$ cat src/rtl/swts_pkg.sv
// Package for the sliding-window timing statistics block.
// Holds field widths, opcodes and the item and request structs.
// Used by every module of the block; depends on nothing.
package swts_pkg;

    localparam int VALUE_BITS = 24;
    localparam int FRAME_BITS = 32;
    localparam int COUNT_BITS = 9;
    localparam int SUM_BITS   = 32;
    localparam int SQ_BITS    = 56;

    localparam logic OP_ADD   = 1'b0;
    localparam logic OP_CLEAR = 1'b1;

    typedef struct packed {
        logic                  opcode;
        logic [FRAME_BITS-1:0] frame_number;
        logic [VALUE_BITS-1:0] sample_value;
    } in_item_t;

    typedef struct packed {
        logic [COUNT_BITS-1:0] sample_count;
        logic [SUM_BITS-1:0]   window_sum;
        logic [SQ_BITS-1:0]    window_sum_sq;
        logic [VALUE_BITS-1:0] min_seen;
        logic [VALUE_BITS-1:0] max_seen;
        logic [FRAME_BITS-1:0] latest_frame;
    } out_item_t;

    // Work handed from the front stage to the sum accumulator.
    typedef struct packed {
        logic                    clear;
        logic                    evict;
        logic [VALUE_BITS-1:0]   value;
        logic [VALUE_BITS-1:0]   old_value;
        logic [2*VALUE_BITS-1:0] value_sq;
        logic [2*VALUE_BITS-1:0] old_sq;
    } acc_req_t;

endpackage

$ cat src/rtl/swts_cell.sv
// One cell of the sample chain: holds one sample and passes it on.
// Depends on swts_pkg for the sample width.
module swts_cell (
    input  logic                           clk,
    input  logic                           shift_en,
    input  logic [swts_pkg::VALUE_BITS-1:0] d,
    output logic [swts_pkg::VALUE_BITS-1:0] q
);

    logic [swts_pkg::VALUE_BITS-1:0] value_reg;

    always_ff @(posedge clk)
    begin
        if (shift_en)
        begin
            value_reg <= d;
        end
    end

    assign q = value_reg;

endmodule

$ cat src/rtl/swts_ring.sv
// Window storage as a chain of swts_cell instances; the last cell holds
// the oldest sample. Depends on swts_pkg and swts_cell.
module swts_ring #(
    parameter int DEPTH = 256
) (
    input  logic                           clk,
    input  logic                           shift_en,
    input  logic [swts_pkg::VALUE_BITS-1:0] data_in,
    output logic [swts_pkg::VALUE_BITS-1:0] oldest
);

    logic [swts_pkg::VALUE_BITS-1:0] tap [DEPTH+1];

    assign tap[0] = data_in;

    for (genvar i = 0; i < DEPTH; i++)
    begin : g_cell
        swts_cell u_cell (
            .clk      (clk),
            .shift_en (shift_en),
            .d        (tap[i]),
            .q        (tap[i+1])
        );
    end

    assign oldest = tap[DEPTH];

endmodule

$ cat config.mk
export PLATFORM = sky130hd
export DESIGN_NAME = swts_ring
export DESIGN_NICKNAME = d
export VERILOG_FILES = /design/src/rtl/swts_pkg.sv /design/src/rtl/swts_cell.sv /design/src/rtl/swts_ring.sv
export SDC_FILE = /design/constraint.sdc
export NUM_CORES = 2
export LEC_CHECK = 0
export ABC_AREA = 1
export BUFFER_PORTS_ARGS = -buffer_cell sky130_fd_sc_hd__buf_2
export CORE_UTILIZATION = 56
export DETAILED_ROUTE_END_ITERATION = 10
export GPL_TIMING_DRIVEN = 1
export PLACE_DENSITY = 0.74
export SLEW_MARGIN = 40
export SYNTH_ARGS = -nofsm -noshare
export SYNTH_HDL_FRONTEND = slang
export SYNTH_HIERARCHICAL = 1
export SYNTH_SLANG_ARGS = --single-unit
$ cat constraint.sdc
create_clock -name clk -period 0.8 [get_ports clk]
set_input_delay 0.04 -clock clk [delete_from_list [all_inputs] [get_ports clk]]
set_output_delay 0.04 -clock clk [all_outputs]
set_load 0.01 [all_outputs]
==> impl_metrics.json <==
{
  "fin_util_pct": 65.3,
  "max_stage_delay_ns": 0.39,
  "drtIter0Drc": 5013,
  "multi_input_area_um2": 0,
  "avgSynthCellArea_um2": 30.0,
  "portBuffers": 49,
  "cts_buffers": 573,
  "track_usage_pct": 13.6,
  "ant_nets": 0,
  "nets": 7282,
  "num_vias": 60000,
  "dp_hpwl_mm": 92.1,
  "report.final.slew_viol_count": 0,
  "r2r_slack_ns": -0.07,
  "tns_ns": -68.93,
  "r2r_end": "g_cell[101].u_cell/q[15]$_DFFE_PP_",
  "seq_area_frac_synth_pct": 100,
  "power_leakage_uw": 0.0720,
  "antenna_found_initial": 2,
  "startpoint": "g_cell[255].u_cell/q[1]$_DFFE_PP_",
  "firstDrtPassIters": 6,
  "yosys.area.top_type_share_pct": 100,
  "reg2reg_depth": 0,
  "cp_num_buf_inv": 1,
  "syn-instance-count": 6144,
  "gp_congestion": 0.709,
  "grt_max_degree": 87,
  "ios": 50,
  "worst_pin_slew_ns": 0.483,
  "drc_errors": 0,
  "core-area_mm2": 0.327,
  "cp-start-kind": "flip-flop",
  "crit_path_end": "oldest[1]",
  "row_count": 210,
  "cts.clk_slew.worst_paths_ns": 0.08,
  "outcome": "finished with violations",
  "endpoint_kind": "output pin",
  "rsz0062_at_grt": "true",
  "hold_viol_final": 194,
  "routed_wl_mm": 224,
  "grt-ovfl-total": 0,
  "drv_cap": 0,
  "htree_levels": 6,
  "worst_ep_arrival_time_ns": 1.51,
  "critPathTopFamily": "flip-flops",
  "critPathKind": "reg2out",
  "period_needed_ns": 1.55,
  "synth_cell_types": 1,
  "area_delta_synth_final_pct": 15.8,
  "yosys.area.top_type": "edfxtp_1",
  "cts_buffer_depth": 4,
  "pre_cts_ws_ns": -0.624,
  "powerDensity_mw_per_mm2": 3020,
  "die_x_um": 576,
  "path_max_fanout": 1,
  "violations": "hold timing, setup timing",
  "setup_ws_ns": -0.751,
  "holdCritPathClass": "in2reg",
  "skew_ns": 0.0488,
  "start_util_pct": 56.4,
  "synthesis.nets": 6170,
  "finalCritPeriodShare_pct": 194,
  "multi_input_gates": 0,
  "synth_area_mm2": 0.184,
  "cts_root_buf": "clkbuf_16",
  "die_y_um": 576,
  "cts.sinks": 6144,
  "setup_viol": 291,
  "vdd_ir_drop_max_mv": 2.34,
  "cp_slowest_cell": "edfxtp_1",
  "crit_chain": "buf_2",
  "synthesis.yosys.warnings": 6,
  "whs_ns": -0.207,
  "regToRegStartpoint": "g_cell[100].u_cell/q[15]$_DFFE_PP_",
  "wl_per_cell_um": 18.6,
  "dieArea_mm2": 0.332,
  "synthTopCellsByArea": "edfxtp_1",
  "largest_reg_flops": 6144,
  "cp.depth": 1,
  "fmax_ghz": 0.645,
  "worstPathRequired_ns": 0.76,
  "grt_pass1_vias": 62000,
  "relSlewSlack_pct": 67.8,
  "drive_gt1_share_pct": 16.0,
  "clkLatencyLatePin_ns": 1.00,
  "vias_per_cell": 4.99,
  "grt_first_pass_wirelength_mm": 357,
  "cts_tree": "done",
  "synth_seq_cells": 6144
}
metal layers:
metal / up-vias / GRT usage [%] / wire length (µm)
li1: 27500 / - / -
met1: 31100 / 20.7 / 107000
met2: 985 / 20.4 / 103000
met3: 432 / 2.51 / 8750
met4: 0 / 4.39 / 5660
met5: - / 0 / 0
layout by cell type, fill, tap and decap left out, drive strengths merged:
cell / netlist / routed
dlymetal6s4s: 0 / 3
edfxtp: 6144 / 6144
buf: 0 / 461
dlygate4sd3: 0 / 72
clkbuf: 0 / 699
inv: 0 / 32
diode: 0 / 2
clkinvlp: 0 / 16
bufinv: 0 / 31
clkinv: 0 / 235
Yosys cell counts:
cell type	n
edfxtp_1	6144
kinds of logic after synthesis:
group  synth area share, %
flops                  100
worst min-delay path, delay by kind of cell:
family	cells	cell delay [ns]
buffers and inverters	3	0.49
layout make-up:
cell class,count,area (µm²)
repair buffers,537,6120
clock buffers,698,15000
fillers,19900,114000
clock inverters,314,2680
flip-flops and latches,6144,184000
well taps,4346,5440
diodes,2,5.00
how the worst min path moves through the flow:
stage	slack, ns	from	cells past startpoint	to
after floorplan	0.14	data_in[0]	0	g_cell[0].u_cell/q[0]$_DFFE_PP_
after global placement	0.22	data_in[9]	1	g_cell[0].u_cell/q[9]$_DFFE_PP_
after detailed placement	0.22	data_in[3]	1	g_cell[0].u_cell/q[3]$_DFFE_PP_
after CTS	-0.31	shift_en	3	g_cell[96].u_cell/q[23]$_DFFE_PP_
after global routing	-0.26	shift_en	3	g_cell[117].u_cell/q[20]$_DFFE_PP_
final	-0.21	shift_en	3	g_cell[96].u_cell/q[23]$_DFFE_PP_
what timing repair did:
action,4_1_cts,5_1_grt
setup buffers,0,13
endpoints found under the setup margin,26,491
hold buffers,71,12
endpoints found under the hold margin,6040,572
resized for setup,2,8
stage by stage:
stage,instance area (µm²),power (µW),std cells
2_1_floorplan,184000,384000,6144
4_1_cts,214000,654000,12000
3_5_place_dp,195000,395000,10900
5_1_grt,214000,668000,12000
6_report,214000,645000,12000
3_3_place_gp,195000,394000,10900
report_power, final:
| part | internal, µW | total [µW] | switching (µW) |
|---|---|---|---|
| logic | 2710 | 9020 | 6300 |
| clock network | 144000 | 256000 | 112000 |
| registers | 375000 | 380000 | 5460 |
| total | 521000 | 645000 | 124000 |
(Power assumes the default switching activity.)
