File: src/rtl/swts_pkg.sv
// Package for the sliding-window timing statistics block.
// Holds field widths, opcodes and the item and request structs.
// Used by every module of the block; depends on nothing.
package swts_pkg;

    localparam int VALUE_BITS = 24;
    localparam int FRAME_BITS = 32;
    localparam int COUNT_BITS = 9;
    localparam int SUM_BITS   = 32;
    localparam int SQ_BITS    = 56;

    localparam logic OP_ADD   = 1'b0;
    localparam logic OP_CLEAR = 1'b1;

    typedef struct packed {
        logic                  opcode;
        logic [FRAME_BITS-1:0] frame_number;
        logic [VALUE_BITS-1:0] sample_value;
    } in_item_t;

    typedef struct packed {
        logic [COUNT_BITS-1:0] sample_count;
        logic [SUM_BITS-1:0]   window_sum;
        logic [SQ_BITS-1:0]    window_sum_sq;
        logic [VALUE_BITS-1:0] min_seen;
        logic [VALUE_BITS-1:0] max_seen;
        logic [FRAME_BITS-1:0] latest_frame;
    } out_item_t;

    // Work handed from the front stage to the sum accumulator.
    typedef struct packed {
        logic                    clear;
        logic                    evict;
        logic [VALUE_BITS-1:0]   value;
        logic [VALUE_BITS-1:0]   old_value;
        logic [2*VALUE_BITS-1:0] value_sq;
        logic [2*VALUE_BITS-1:0] old_sq;
    } acc_req_t;

endpackage

File: src/rtl/swts_accum.sv
// Running sum and sum of squares over the window, one request per cycle while update is high.
// Depends on swts_pkg for widths and the request struct.
module swts_accum (
    input  logic                        clk,
    input  logic                        rst_n,
    input  logic                        update,
    input  swts_pkg::acc_req_t          req,
    output logic [swts_pkg::SUM_BITS-1:0] sum,
    output logic [swts_pkg::SQ_BITS-1:0]  sum_sq
);

    localparam int SUM_BITS = swts_pkg::SUM_BITS;
    localparam int SQ_BITS  = swts_pkg::SQ_BITS;
    localparam int VB       = swts_pkg::VALUE_BITS;

    logic [SUM_BITS-1:0] sum_reg, sum_next;
    logic [SQ_BITS-1:0]  sum_sq_reg, sum_sq_next;
    logic [SUM_BITS-1:0] old_term;
    logic [SQ_BITS-1:0]  old_sq_term;

    always_comb
    begin
        old_term    = req.evict ? {{(SUM_BITS-VB){1'b0}}, req.old_value} : '0;
        old_sq_term = req.evict ? {{(SQ_BITS-2*VB){1'b0}}, req.old_sq} : '0;
        if (req.clear)
        begin
            sum_next    = '0;
            sum_sq_next = '0;
        end
        else
        begin
            sum_next    = sum_reg + {{(SUM_BITS-VB){1'b0}}, req.value} - old_term;
            sum_sq_next = sum_sq_reg + {{(SQ_BITS-2*VB){1'b0}}, req.value_sq}
                          - old_sq_term;
        end
    end

    always_ff @(posedge clk or negedge rst_n)
    begin
        if (!rst_n)
        begin
            sum_reg    <= '0;
            sum_sq_reg <= '0;
        end
        else if (update)
        begin
            sum_reg    <= sum_next;
            sum_sq_reg <= sum_sq_next;
        end
    end

    assign sum    = sum_reg;
    assign sum_sq = sum_sq_reg;

endmodule

File: config.mk
export PLATFORM = sky130hd
export DESIGN_NAME = swts_accum
export DESIGN_NICKNAME = d
export VERILOG_FILES = /design/src/rtl/swts_pkg.sv /design/src/rtl/swts_accum.sv
export SDC_FILE = /design/constraint.sdc
export NUM_CORES = 1
export LEC_CHECK = 0
export ABC_AREA = 1
export BUFFER_PORTS_ARGS = -buffer_cell sky130_fd_sc_hd__buf_4
export CAP_MARGIN = 10
export CORE_MARGIN = 5
export CORE_UTILIZATION = 63
export DETAILED_ROUTE_END_ITERATION = 12
export PLACE_DENSITY_LB_ADDON = 0.08
export SYNTH_ARGS = -nofsm -noshare
export SYNTH_HDL_FRONTEND = slang
export SYNTH_SLANG_ARGS = --single-unit
File: constraint.sdc
create_clock -name clk -period 3.9 [get_ports clk]
set_input_delay 0.39 -clock clk [delete_from_list [all_inputs] [get_ports clk]]
set_output_delay 0.39 -clock clk [all_outputs]
set_load 0.1 [all_outputs]
==> results.toml, run 1 <==
[run_status]
status = "finished clean"

[cts]
clk_latency_ps = 370
h-tree-depth = 3
numCtsBuffers = 9
clk_pin_slew_ps = 80
cts_root_buf = "clkbuf_16"
cts-resized-gates = 0
hold_buffers = 0
cts_buffer_depth = 2
cts.sinks = 88
cts_tree = "built"
post_cts_buffers = 0

[timing]
fin_tns_setup_ps = 0
rsz0062_at_grt = "false"
hold_viol = 0
worst_pin_slew_ps = 1310
max_slew_margin_pct = 12.4
skew_ps = 14.0
fin_crit_sh_pct = 83.7
setup_viol = 0
fmax_mhz = 306
whs_ps = 167
fin_crit_ps = 3270
slew_violations = 0

[detailed_routing]
ant_nets = 0
route.met3.wl_um = 3880
route.vias.total = 14705
drt-total-wl_um = 44100
drc_errors = 0
dr.max_layer_used = "met4"
drt-initial-drc-count = 1129
wl_met2_um = 21200
route.detailed.wl_per_inst_um = 15.7
wl_met1_um = 16700
vias_per_cell = 5.24
first_pass_iters = 8

[synth]
synth_edf_count = 0
netlist-cell-type-count = 35
yosysMostFrequentCell = "nand2_1"
netlist_top_cells_area = "nand2_1 (21%), inv_1 (20%), dfrtp_1 (17%)"
yosysSeqAreaShare_pct = 16.7
syn_avg_cell_area_um2 = 5.73
synth_area_leader_cell = "nand2_1"
synthesis.nets = 2611
synth_top_area_share_pct = 21.4
yosys-top-cells-count = "nand2_1 (750), inv_1 (714), nor2_1 (158)"
synthCells = 2302
netlist_area_um2 = 13200
synth-seq-cells = 88
ys_async_sr_fraction_pct = 100
synth-main-ff-cell = "dfrtp_1"
yosys_warnings = 0

[worst_hold_path]
hp-class = "in2async"

[critical_path]
critPathLaunchType = "input port"
path_max_fanout = 50
worst_setup_path_end_kind = "register"
crit_required_ps = 4140
arrival_ps = 3500
critical_path_class = "in2reg"

[die]
fp.dieW_um = 155
die_h_um = 155
floorplan.initialDensity_pct = 63.3
core_area_um2 = 20800
die-area_um2 = 23900
io_pins = 237
rows = 53

[global_routing]
grt_max_degree = 64
grt_pass1_vias = 14729
track_usage_pct = 36.8
grt-ovfl-total = 0
grt_pass1_wl_um = 70600
antenna_found_initial = 0

[placement]
placed_cell_area_um2 = 15200
port_buffers = 236
dp_hpwl_um = 36100
gp_congestion = 1.06
dp.cells = 2792

[final_layout]
largest_register_ffs = 56
final.fill_count = 1776
syn2layout_area_growth_pct = 17.7
multi_input_area_um2 = 8190
drive_gt1_share_pct = 11.4
final_cells = 2808
register_area_um2 = 2200
nNetsFinal = 2837
design_area_um2 = 15500
n_antenna_cell = 0

[flow_run]
max-cap-violations = 0
layout by cell type (no fill, tap or decap), types with 4 or more instances in the layout:
cell,Yosys,final
a21o_1,4,4
a21oi_1,100,100
buf_4,3,241
clkbuf_16,0,9
dfrtp_1,88,88
fa_1,72,72
ha_1,88,88
inv_1,714,714
nand2_1,750,750
nand2_2,8,8
nand3_1,102,102
nand3_2,8,8
nand3b_1,4,4
nand4_1,10,10
nor2_1,158,157
nor2_2,8,8
nor2_4,4,5
nor3_1,10,10
nor4_1,4,4
o21a_1,6,6
o21ai_0,89,89
o21ai_1,15,15
o22ai_1,13,13
kinds of logic (layout without fill, tap and decap cells):
kind of cell / Yosys count / after routing / share of synthesized area, %
fa+ha+maj: 160 / 160 / 19.3
xor+xnor: 2 / 2 / 0.133
buf+inv: 741 / 972 / 21.2
simple gates: 1076 / 1076 / 33.2
compound gates: 235 / 235 / 9.42
flops: 88 / 88 / 16.7
metal layers:
| layer | GRT usage, % | vias to the layer above |
|---|---|---|
| li1 | - | 7168 |
| met1 | 44.7 | 6567 |
| met2 | 64.0 | 781 |
| met3 | 4.25 | 189 |
| met4 | 19.4 | 0 |
| met5 | 0 | - |
cell type report:
type / instances / area share [%]
Tap cell: 275 / 2.22
Sequential cell: 88 / 14.2
Timing Repair Buffer: 241 / 11.7
Clock inverter: 4 / 0.177
Multi-Input combinational cell: 1473 / 52.8
Clock buffer: 12 / 1.65
Inverter: 715 / 17.3
path summary, 6_finish.rpt:
| kind | slack, ps | endpoint | cells after the start | startpoint |
|---|---|---|---|---|
| max | 630 | sum[17]$_DFFE_PN0P_ | 16 | req[144] |
| min | 170 | sum_sq[1]$_DFFE_PN0P_ | 1 | rst_n |
| max reg2reg | 900 | sum_sq[31]$_DFFE_PN0P_ | 15 | sum_sq[5]$_DFFE_PN0P_ |
| min reg2reg | 520 | sum_sq[35]$_DFFE_PN0P_ | 2 | sum_sq[35]$_DFFE_PN0P_ |
| max in group asynchronous | 2890 | sum[15]$_DFFE_PN0P_ | 2 | rst_n |
| min in group clk | 360 | sum_sq[0]$_DFFE_PN0P_ | 4 | req[48] |
stage by stage:
step / utilization [%] / worst slack [ps]
2_1_floorplan: - / 889
3_3_place_gp: 73.1 / 422
3_5_place_dp: 73.1 / 304
4_1_cts: 74.5 / 688
5_1_grt: 74.5 / 495
6_report: 74.5 / 634
critical path, stage by stage:
cell and delay, ps:
buf_4 470, buf_4 380, nand2_1 100, inv_1 80, fa_1 410, inv_1 80
ha_1 210, nand2_1 120, nor2_1 200, inv_1 80, nor3_1 310, nand4_1 220
nand3_1 190, nand2_1 70, nand2_1 60, o22ai_1 80
Power of run 1 is left out: the tool's default activity adds up to more than one toggle a clock period on the data nets, which glitch-free logic cannot reach.
==> run 2, diff against run 1 <==
--- a/config.mk
+++ b/config.mk
@@ -5,11 +5,11 @@
 export SDC_FILE = /design/constraint.sdc
 export NUM_CORES = 1
 export LEC_CHECK = 0
-export ABC_AREA = 1
+export ABC_AREA = 0
 export BUFFER_PORTS_ARGS = -buffer_cell sky130_fd_sc_hd__buf_4
 export CAP_MARGIN = 10
 export CORE_MARGIN = 5
-export CORE_UTILIZATION = 63
+export CORE_UTILIZATION = 57
 export DETAILED_ROUTE_END_ITERATION = 12
 export PLACE_DENSITY_LB_ADDON = 0.08
 export SYNTH_ARGS = -nofsm -noshare
==> constraint.sdc (replaced) <==
create_clock -name clk -period 3.4 [get_ports clk]
set_input_delay 0.34 -clock clk [delete_from_list [all_inputs] [get_ports clk]]
set_output_delay 0.34 -clock clk [all_outputs]
set_load 0.1 [all_outputs]
==> results.toml, run 2 <==
[run_status]
status = "finished, violations left"
violations = "negative setup slack"

[global_routing]
track_usage_pct = 32.6
grt_pass1_wl_um = 59000
grt_max_degree = 76
antenna_found_initial = 0
grt-ovfl-total = 0
grt_pass1_vias = 12303

[worst_hold_path]
hp-class = "in2reg"
min-delay-start = "update"
holdPathEnd = "sum[27]$_DFFE_PN0P_"
min_path_cells = 2

[detailed_routing]
vias_per_cell = 5.72
ant_nets = 0
drt-initial-drc-count = 1052
route.vias.total = 12158
drt-total-wl_um = 38800
drc_errors = 0
first_pass_iters = 5
route.detailed.wl_per_inst_um = 18.2

[timing]
worst_pin_slew_ps = 967
fmax_mhz = 279
fin_ws_ps = -181
max_slew_margin_pct = 35.5
setup_viol = 4
skew_ps = 11.6
slew_violations = 0
hold_viol = 0
fin_crit_ps = 3580
rsz0062_at_grt = "true"
fin_crit_sh_pct = 105

[synth]
yosysMostFrequentCell = "inv_1"
synthCells = 1401
yosys_warnings = 0
synth_edf_count = 0
ys_async_sr_fraction_pct = 100
yosysSeqAreaShare_pct = 20.1
netlist_area_um2 = 10900
synth_area_leader_cell = "dfrtp_1"
syn_avg_cell_area_um2 = 7.81
netlist-cell-type-count = 72
synth-seq-cells = 88
yosys-top-cells-count = "inv_1 (325), a21oi_1 (99), dfrtp_1 (88), ha_1 (88), and2_1 (78)"
synth-main-ff-cell = "dfrtp_1"
synthesis.nets = 1710
synth_top_area_share_pct = 20.1
netlist_top_cells_area = "dfrtp_1 (20%), fa_1 (13%), inv_1 (11%)"

[critical_path]
critical_path_class = "reg2reg"
reg2reg_to = "sum_sq[51]$_DFFE_PN0P_"
r2r_cells = 14
cp_common_cell = "inv_1"
max_stage_delay_ps = 490
r2r-start = "sum_sq[3]$_DFFE_PN0P_"
arrival_ps = 3790
crit_required_ps = 3600
rrSetupSlack_ps = -180
worst_setup_path_end_kind = "register"
critPathSlowestCell = "fa_1"
path_max_fanout = 4
critPathLaunchType = "register"
crit_chain = "inv_1, fa_1, inv_1, ha_1, o21ai_1, o211ai_1, nand4_1, a31oi_4, a21oi_4, buf_6, or4_4, nand2_2, xnor2_1, o22ai_1"

[final_layout]
final_core_util_pct = 86.1
largest_register_ffs = 56
drive_gt1_share_pct = 39.3
final.fill_count = 1081
n_antenna_cell = 0
final_common_cell = "buf_4"
nNetsFinal = 2171
final_cell_mix = "buf_4 (497), inv_1 (302), a21oi_1 (79)"
syn2layout_area_growth_pct = 48.1

[cts]
cts_tree = "built"
clk_latency_ps = 360
cts.sinks = 88
numCtsBuffers = 9
h-tree-depth = 3
clk_pin_slew_ps = 70
cts_root_buf = "clkbuf_16"
cts_buffer_depth = 2

[placement]
port_buffers = 236
gp_congestion = 0.977
place_ws_ps = -613
dp_hpwl_um = 27300

[die]
rows = 50
die_h_um = 149
io_pins = 237
die-area_um2 = 22100
floorplan.initialDensity_pct = 58.1
core_area_um2 = 18800
fp.dieW_um = 149

[flow_run]
max-cap-violations = 0
## run 2: worst max-delay path, delay by kind of cell (launching register included)
| kind | cells | cell delay [ps] |
|---|---|---|
| DFF | 1 | 410 |
| xor gates and xnor gates | 1 | 110 |
| buffers and inverters | 3 | 230 |
| and+or+nand+nor | 3 | 840 |
| adders and majority gates | 2 | 820 |
| AOI/OAI and AO/OA | 5 | 1020 |
## run 2: repair_timing
item	in CTS	in global routing
setup buffers	11	16
hold buffers	1	0
pin swaps	35	61
endpoints found under the setup margin	29	35
gates cloned	0	1
resized for setup	57	112
endpoints found under the hold margin	3	0
## run 2: cells by family after synthesis
group                      count (synthesis)  synth area share, %
and+or+nand+nor                          319                 15.1
DFF                                       88                 20.1
AOI/OAI and AO/OA                        382                 22.5
adders and majority gates                160                 23.2
buffers and inverters                    384                 13.5
xor gates and xnor gates                  67                 5.36
muxes                                      1               0.0915
## run 2: layout make-up
type / count / area [µm²] / area share (%)
clock inverter: 6 / 83.8 / 0.517
inverter: 326 / 1230 / 7.57
multi-input combinational: 929 / 8070 / 49.8
clock buffer: 10 / 229 / 1.41
sequential: 88 / 2370 / 14.6
tap: 260 / 325 / 2.01
timing repair buffer: 508 / 3900 / 24.1
## run 2: how the worst max path moves through the flow
stage                               start                      to  cells past startpoint
global route        sum_sq[3]$_DFFE_PN0P_  sum_sq[51]$_DFFE_PN0P_                     14
floorplan                        req[144]  sum_sq[53]$_DFFE_PN0P_                     15
finish              sum_sq[3]$_DFFE_PN0P_  sum_sq[51]$_DFFE_PN0P_                     14
global placement                 req[144]  sum_sq[53]$_DFFE_PN0P_                     14
CTS                 sum_sq[1]$_DFFE_PN0P_  sum_sq[51]$_DFFE_PN0P_                     14
detailed placement               req[144]  sum_sq[53]$_DFFE_PN0P_                     14
## run 2: per-layer routing
metal / GRT usage [%] / routed length (µm) / vias to the layer above
li1: - / - / 5592
met1: 41.5 / 15100 / 5836
met2: 57.3 / 19200 / 611
met3: 4.05 / 3070 / 119
met4: 11.1 / 1400 / 0
met5: 0 / 0 / -
## run 2: through the flow
stage,instance area (µm²),TNS [ps],std cells,hold WS (ps)
finish,16200,-357,2127,331
detailed placement,14900,-17330,2083,383
floorplan,11300,-536,1401,44.4
CTS,15600,-21.0,2110,333
global route,16200,-1840,2127,358
global placement,14900,-13560,2083,382
Power of run 2 is left out for the same reason.
